$ cat src/hw/rtl/bdqs_pkg.sv
`timescale 1ns / 1ps
// ----------------------------------------------------------------------------
// bdqs_pkg
// Shared types and codes for the bounded deque with search.
// ----------------------------------------------------------------------------
package bdqs_pkg;

   localparam int OP_W     = 3;
   localparam int DATA_W   = 32;
   localparam int STATUS_W = 2;
   localparam int POS_W    = 5;

   localparam logic [OP_W-1:0] OP_INS_FRONT = 3'd0;
   localparam logic [OP_W-1:0] OP_INS_BACK  = 3'd1;
   localparam logic [OP_W-1:0] OP_DEL_FRONT = 3'd2;
   localparam logic [OP_W-1:0] OP_DEL_BACK  = 3'd3;
   localparam logic [OP_W-1:0] OP_SEARCH    = 3'd4;

   localparam logic [STATUS_W-1:0] ST_OK       = 2'd0;
   localparam logic [STATUS_W-1:0] ST_FULL     = 2'd1;
   localparam logic [STATUS_W-1:0] ST_EMPTY    = 2'd2;
   localparam logic [STATUS_W-1:0] ST_NOTFOUND = 2'd3;

   // Per-cell control from the sequencer
   typedef struct packed {
      logic shift_up;    // take the entry of the cell in front
      logic shift_down;  // take the entry of the cell behind
      logic load;        // take the request value (insert at back)
      logic kill;        // drop the search probe
   } cell_ctl_type;

endpackage

$ cat src/hw/rtl/bdqs_cell.sv
`timescale 1ns / 1ps
// ----------------------------------------------------------------------------
// bdqs_cell
// One deque slot: holds an entry, shifts with its neighbors and compares
// the search key while the probe sits here.
// ----------------------------------------------------------------------------
module bdqs_cell (
   input  logic                               clock,
   input  logic                               reset,
   input  bdqs_pkg::cell_ctl_type             ctl,
   input  logic [bdqs_pkg::DATA_W-1:0]        up_entry,
   input  logic [bdqs_pkg::DATA_W-1:0]        down_entry,
   input  logic [bdqs_pkg::DATA_W-1:0]        load_value,
   input  logic [bdqs_pkg::DATA_W-1:0]        key,
   input  logic                               probe_in,
   output logic [bdqs_pkg::DATA_W-1:0]        entry,
   output logic                               probe,
   output logic                               hit
);

   logic [bdqs_pkg::DATA_W-1:0] entry_ff;
   logic [bdqs_pkg::DATA_W-1:0] entry_in;
   logic                        probe_ff;
   logic                        probe_in_w;

   always_comb begin
      priority if (ctl.shift_up) begin
         entry_in = up_entry;
      end else if (ctl.shift_down) begin
         entry_in = down_entry;
      end else if (ctl.load) begin
         entry_in = load_value;
      end else begin
         entry_in = entry_ff;
      end
   end

   assign probe_in_w = probe_in & ~ctl.kill;

   always_ff @(posedge clock) begin
      entry_ff <= entry_in;
   end

   always_ff @(posedge clock) begin
      if (reset) begin
         probe_ff <= 1'b0;
      end else begin
         probe_ff <= probe_in_w;
      end
   end

   assign entry = entry_ff;
   assign probe = probe_ff;
   assign hit   = probe_ff & (entry_ff == key);

endmodule

$ cat src/hw/rtl/bounded_deque_with_search_core.sv
`timescale 1ns / 1ps
// ----------------------------------------------------------------------------
// bounded_deque_with_search_core
// Bounded deque of signed 32-bit values held in a chain of cells, with a
// linear search that walks a probe from the front cell toward the back.
// ----------------------------------------------------------------------------
//   channel   ports                            transfer
//   request   req_start, req_opcode, req_value  req_start high while busy low
//   response  rsp_valid, rsp_status,            rsp_valid high, one cycle
//             rsp_position
//
// An insert or delete is answered in the cycle after it is taken, and a new
// request may be issued there. A search moves the probe one cell per cycle
// until it finds a match or reaches the last stored entry; busy is high
// until the response. Reset empties the deque; entries need no clearing.
// The response cannot be stalled.
// ----------------------------------------------------------------------------
module bounded_deque_with_search_core #(
   parameter int DEPTH = 16
) (
   input  logic                                 clock,
   input  logic                                 reset,
   input  logic                                 req_start,
   input  logic [bdqs_pkg::OP_W-1:0]            req_opcode,
   input  logic signed [bdqs_pkg::DATA_W-1:0]   req_value,
   output logic                                 busy,
   output logic                                 rsp_valid,
   output logic [bdqs_pkg::STATUS_W-1:0]        rsp_status,
   output logic [bdqs_pkg::POS_W-1:0]           rsp_position
);

   localparam int CW  = $clog2(DEPTH + 1);
   localparam int SW  = $clog2(DEPTH);
   localparam int SW1 = SW + 1;

   logic [CW-1:0]                 count_ff, count_in;
   logic [SW-1:0]                 scan_ff, scan_in;
   logic                          busy_ff, busy_in;
   logic [bdqs_pkg::DATA_W-1:0]   key_ff, key_in;
   logic                          rsp_valid_ff, rsp_valid_in;
   logic [bdqs_pkg::STATUS_W-1:0] rsp_status_ff, rsp_status_in;
   logic [bdqs_pkg::POS_W-1:0]    rsp_position_ff, rsp_position_in;

   logic                          accept;
   logic                          is_full;
   logic                          is_empty;
   logic                          do_shift_up;
   logic                          do_shift_down;
   logic                          do_load_back;
   logic                          launch;
   logic                          kill;
   logic                          any_hit;
   logic                          last_scan;
   logic [SW1-1:0]                scan_next;

   logic [DEPTH-1:0]              hit_vec;
   logic [DEPTH-1:0]              probe_vec;
   logic [bdqs_pkg::DATA_W-1:0]   entry_vec [DEPTH];

   assign accept    = req_start & ~busy_ff;
   assign is_full   = (count_ff == CW'(DEPTH));
   assign is_empty  = (count_ff == '0);
   assign any_hit   = |hit_vec;
   assign scan_next = SW1'(scan_ff) + SW1'(1);
   assign last_scan = (scan_next == SW1'(count_ff));

   always_comb begin
      count_in        = count_ff;
      scan_in         = scan_ff;
      busy_in         = busy_ff;
      key_in          = key_ff;
      rsp_valid_in    = 1'b0;
      rsp_status_in   = bdqs_pkg::ST_OK;
      rsp_position_in = '0;
      do_shift_up     = 1'b0;
      do_shift_down   = 1'b0;
      do_load_back    = 1'b0;
      launch          = 1'b0;
      kill            = 1'b0;
      if (busy_ff) begin
         // search walking the chain
         if (any_hit) begin
            busy_in         = 1'b0;
            kill            = 1'b1;
            rsp_valid_in    = 1'b1;
            rsp_status_in   = bdqs_pkg::ST_OK;
            rsp_position_in = bdqs_pkg::POS_W'(scan_next);
         end else if (last_scan) begin
            busy_in       = 1'b0;
            kill          = 1'b1;
            rsp_valid_in  = 1'b1;
            rsp_status_in = bdqs_pkg::ST_NOTFOUND;
         end else begin
            scan_in = scan_next[SW-1:0];
         end
      end else if (accept) begin
         unique case (req_opcode)
            bdqs_pkg::OP_INS_FRONT: begin
               rsp_valid_in = 1'b1;
               if (is_full) begin
                  rsp_status_in = bdqs_pkg::ST_FULL;
               end else begin
                  do_shift_up = 1'b1;
                  count_in    = count_ff + CW'(1);
               end
            end
            bdqs_pkg::OP_INS_BACK: begin
               rsp_valid_in = 1'b1;
               if (is_full) begin
                  rsp_status_in = bdqs_pkg::ST_FULL;
               end else begin
                  do_load_back = 1'b1;
                  count_in     = count_ff + CW'(1);
               end
            end
            bdqs_pkg::OP_DEL_FRONT: begin
               rsp_valid_in = 1'b1;
               if (is_empty) begin
                  rsp_status_in = bdqs_pkg::ST_EMPTY;
               end else begin
                  do_shift_down = 1'b1;
                  count_in      = count_ff - CW'(1);
               end
            end
            bdqs_pkg::OP_DEL_BACK: begin
               rsp_valid_in = 1'b1;
               if (is_empty) begin
                  rsp_status_in = bdqs_pkg::ST_EMPTY;
               end else begin
                  count_in = count_ff - CW'(1);
               end
            end
            bdqs_pkg::OP_SEARCH: begin
               if (is_empty) begin
                  rsp_valid_in  = 1'b1;
                  rsp_status_in = bdqs_pkg::ST_EMPTY;
               end else begin
                  // launch the probe into the front cell
                  launch  = 1'b1;
                  busy_in = 1'b1;
                  scan_in = '0;
                  key_in  = req_value;
               end
            end
            default: begin
               rsp_valid_in = 1'b1;
            end
         endcase
      end
   end

   for (genvar i = 0; i < DEPTH; i++) begin : g_cell
      bdqs_pkg::cell_ctl_type       ctl;
      logic [bdqs_pkg::DATA_W-1:0] up_entry;
      logic [bdqs_pkg::DATA_W-1:0] down_entry;
      logic                        probe_in;

      assign ctl.shift_up   = do_shift_up;
      assign ctl.shift_down = do_shift_down;
      assign ctl.load       = do_load_back & (count_ff == CW'(i));
      assign ctl.kill       = kill;

      if (i == 0) begin : g_front
         assign up_entry = req_value;
         assign probe_in = launch;
      end else begin : g_inner
         assign up_entry = entry_vec[i-1];
         assign probe_in = probe_vec[i-1];
      end

      if (i == DEPTH - 1) begin : g_back
         assign down_entry = entry_vec[i];
      end else begin : g_mid
         assign down_entry = entry_vec[i+1];
      end

      bdqs_cell u_cell (
         .clock      (clock),
         .reset      (reset),
         .ctl        (ctl),
         .up_entry   (up_entry),
         .down_entry (down_entry),
         .load_value (req_value),
         .key        (key_ff),
         .probe_in   (probe_in),
         .entry      (entry_vec[i]),
         .probe      (probe_vec[i]),
         .hit        (hit_vec[i])
      );
   end

   always_ff @(posedge clock) begin
      if (reset) begin
         count_ff     <= '0;
         busy_ff      <= 1'b0;
         rsp_valid_ff <= 1'b0;
      end else begin
         count_ff     <= count_in;
         busy_ff      <= busy_in;
         rsp_valid_ff <= rsp_valid_in;
      end
   end

   always_ff @(posedge clock) begin
      scan_ff         <= scan_in;
      key_ff          <= key_in;
      rsp_status_ff   <= rsp_status_in;
      rsp_position_ff <= rsp_position_in;
   end

   assign busy         = busy_ff;
   assign rsp_valid    = rsp_valid_ff;
   assign rsp_status   = rsp_status_ff;
   assign rsp_position = rsp_position_ff;

endmodule

$ cat config.mk
export PLATFORM = sky130hd
export DESIGN_NAME = bounded_deque_with_search_core
export DESIGN_NICKNAME = d
export VERILOG_FILES = /design/src/hw/rtl/bdqs_pkg.sv /design/src/hw/rtl/bdqs_cell.sv /design/src/hw/rtl/bounded_deque_with_search_core.sv
export SDC_FILE = /design/constraint.sdc
export NUM_CORES = 2
export LEC_CHECK = 0
export BUFFER_PORTS_ARGS = -buffer_cell sky130_fd_sc_hd__buf_2
export CORE_ASPECT_RATIO = 1.5
export CORE_MARGIN = 1
export CORE_UTILIZATION = 59
export CTS_BUF_LIST = sky130_fd_sc_hd__clkbuf_8
export DETAILED_ROUTE_END_ITERATION = 12
export GPL_TIMING_DRIVEN = 0
export PLACE_DENSITY = 0.79
export SYNTH_ARGS = -nofsm -noshare
export SYNTH_HDL_FRONTEND = slang
export SYNTH_SLANG_ARGS = --single-unit
$ cat constraint.sdc
create_clock -name clock -period 5.1 [get_ports clock]
set_clock_uncertainty 0.2 [all_clocks]
set_input_delay 1.02 -clock clock [delete_from_list [all_inputs] [get_ports clock]]
set_output_delay 1.02 -clock clock [all_outputs]
set_load 0.03 [all_outputs]
==> run metrics <==
# IOs=47; flop2flop setup slack=-10 ps; fin crit period=5110 ps; slowest CP cell=xor2_1; clock root buffer=clkbuf_8; Clock Path Buffers=3; num rows=100; Overflow after GRT=0; CP endpoint kind=flop; Iter 0 DRT Violations=4564; status=complete, but fails checks; area of the core=49900 sq um; Final WS setup=-9.94 ps; drt total wl=136 mm; via count=24200; post-route ant nets=0; Mapped Cells=2182; share of layout cells above drive strength 1=15.8%; clock latency on the worst-skew pair=730 ps; Final Cycle Share=100%; # Post-CTS Setup Buffers=0; post-route DRC violation count=0; Startpoint Class=flop; Max Clock Freq=196 MHz; failing checks=max-capacitance violations, max-slew violations, negative setup slack; Vias/cell=7.85; H-tree levels=3; EDFF count, synth=548; CTS clk-pin slew, worst paths=70 ps; Synth Net Count=2227; dominant cell type by area after synthesis=edfxtp_1; most instantiated cells after synthesis=548 x edfxtp_1, 497 x xor2_1, 448 x a221o_1; final hold violation count=0; sequential element share of the synthesized area=56.8%; Crit path largest cell delay=1210 ps; RSZ-0062 raised after global routing=no; IO Port Bufs=46; hold_sp=g_cell[8].u_cell.probe$_SDFF_PP0_; R2R Path Start=key_ff[12]$_DFFE_PP_; CTS tree=done; Req. time, crit path=5260 ps; TritonCTS Sinks=578; Placed Area=31600 sq um; worst path arrival time=5270 ps; largest net degree at the start of global routing=29; synthesized area=30000 sq um; DIE WIDTH=186 microns; top-area cell type share of the netlist area=54.8%; dpl hpwl=102 mm; CP bufs+invs=2; first-pass GRT wire length=185 mm; Area growth, synth to finish=10.9%; setup-violating endpoint count in the final report=4; Relative slew margins=-4.16%; P_leak=11.6 nW; initial antenna violation count=19; Total GRT Usage=53.6%; max_cap viols=2; die span in y=278 microns; Worst Setup SP=key_ff[12]$_DFFE_PP_; Total Power=10.5 mW; power per cell area=315 nW/um^2; Pre-Repair DR Iteration Count=8; worst hold path class=flop to flop; CP Class=flop to flop; Worst Max-Slew Pin Slew=1560 ps; synth top area cells=edfxtp_1 55%, a221o_1 15%, xor2_1 15%, mux2_2 2.4%, nor4_1 2.4%; count leader, synth=edfxtp_1; crit-path cells=buf_2 > xor2_1 > nor4_1 > buf_2 > nand4_1 > nor3_1 > nor4_1 > nand4_1 > o21ai_0; GP Congestion=1.09; number of synthesized register bits=578; WL per Instance=44.1 microns; number of buffers created by CTS=90; post-CTS sizing=0; maximum fanout along the worst path=7; critical path's top delay family=simple AND/OR/NAND/NOR gates; Slew Limit Fails=2; full die area=51800 sq um; Max VDD drop=0.195 mV; Starting Density=60.1%; hold_buf cts=0; vias in the first global route=23200; # nets final=2384; total number of yosys warnings=0; Top FF cell, synth=edfxtp_1; Final Cell Area=33300 sq um; Syn Area/Cell=13.8 sq um; synth unique cells=41; Fillers=3675; Post-synth ARST share=0%
==> power breakdown <==
group / internal (mW) / leakage, nW / total (mW) / switching, mW
registers: 5.42 / 5.24 / 5.58 / 0.161
clock network: 1.72 / 0.921 / 3.75 / 2.02
logic: 0.396 / 5.47 / 1.16 / 0.759
total: 7.54 / 11.6 / 10.5 / 2.94
==> flip-flops by register name (all words and copies together), names as in the netlist <==
signal / flops
busy: 1
count_ff: 5
g_cell.u_cell.entry: 512
g_cell.u_cell.probe: 16
key_ff: 32
rsp_position: 5
rsp_status: 2
rsp_valid: 1
scan_ff: 4
==> path summary, 6_finish.rpt <==
path                                             to  depth (start not counted)
setup / recovery           scan_ff[2]$_SDFFCE_PN0P_                          9
hold / removal    g_cell[9].u_cell.probe$_SDFF_PP0_                          1
setup reg to reg           scan_ff[2]$_SDFFCE_PN0P_                          9
hold reg to reg   g_cell[9].u_cell.probe$_SDFF_PP0_                          1
==> layout by cell type, fill, tap and decap left out, drive strengths merged, types with 2 or more instances in the layout <==
| cell type | n |
|---|---|
| inv | 41 |
| clkbuf | 190 |
| clkinv | 37 |
| nor2 | 19 |
| diode | 11 |
| a21oi | 4 |
| nand3 | 32 |
| nor4 | 117 |
| or3 | 2 |
| edfxtp | 548 |
| nand2b | 6 |
| and3 | 2 |
| ha | 7 |
| or2 | 4 |
| nand2 | 16 |
| buf | 186 |
| xnor2 | 22 |
| mux2 | 65 |
| xor2 | 497 |
| and2 | 33 |
| o31ai | 2 |
| nand4 | 20 |
| dfxtp | 30 |
| a221o | 448 |
| and4b | 15 |
| nor3 | 32 |
| o21ai | 24 |
==> through the flow <==
stage	setup TNS [ps]	util (%)	cells	setup WS, ps	hold slack [ps]
2_1_floorplan	0	-	2182	273	295
3_3_place_gp	-899380	62.2	2891	-2450	316
3_5_place_dp	0	63.4	2909	205	323
4_1_cts	0	66.5	3072	601	316
5_1_grt	0	66.6	3074	171	341
6_report	-37.6	66.6	3084	-9.94	304
==> kinds of logic after synthesis <==
| logic type | count (synthesis) | share of synthesized area, % |
|---|---|---|
| and+or+nand+nor | 301 | 5.96 |
| xor gates and xnor gates | 519 | 15.2 |
| buffers and inverters | 227 | 3.64 |
| adders and majority gates | 7 | 0.292 |
| muxes | 65 | 2.44 |
| AOI/OAI and AO/OA | 485 | 15.7 |
| DFF | 578 | 56.8 |
==> cell type report <==
cell class                 count  area (sq um)  area share, %
antenna                       11          27.5         0.0828
buffer                       216          1050           3.16
clock buffer                  95          1310           3.93
clock inverter                68           288          0.865
inverter                      11          41.3          0.124
multi-input combinational   1377         12000           36.2
sequential                   578         17100           51.3
tap                          663           830           2.49
timing repair buffer          65           621           1.87
==> per-layer routing <==
metal	GRT usage (%)	vias to the layer above	routed length (microns)
li1	-	9173	-
met3	18.4	712	17600
met2	77.1	2492	58600
met5	0.195	-	133
met4	55.9	18	18000
met1	59.5	11800	41800
Note: power is estimated with default switching activity, not from simulation.
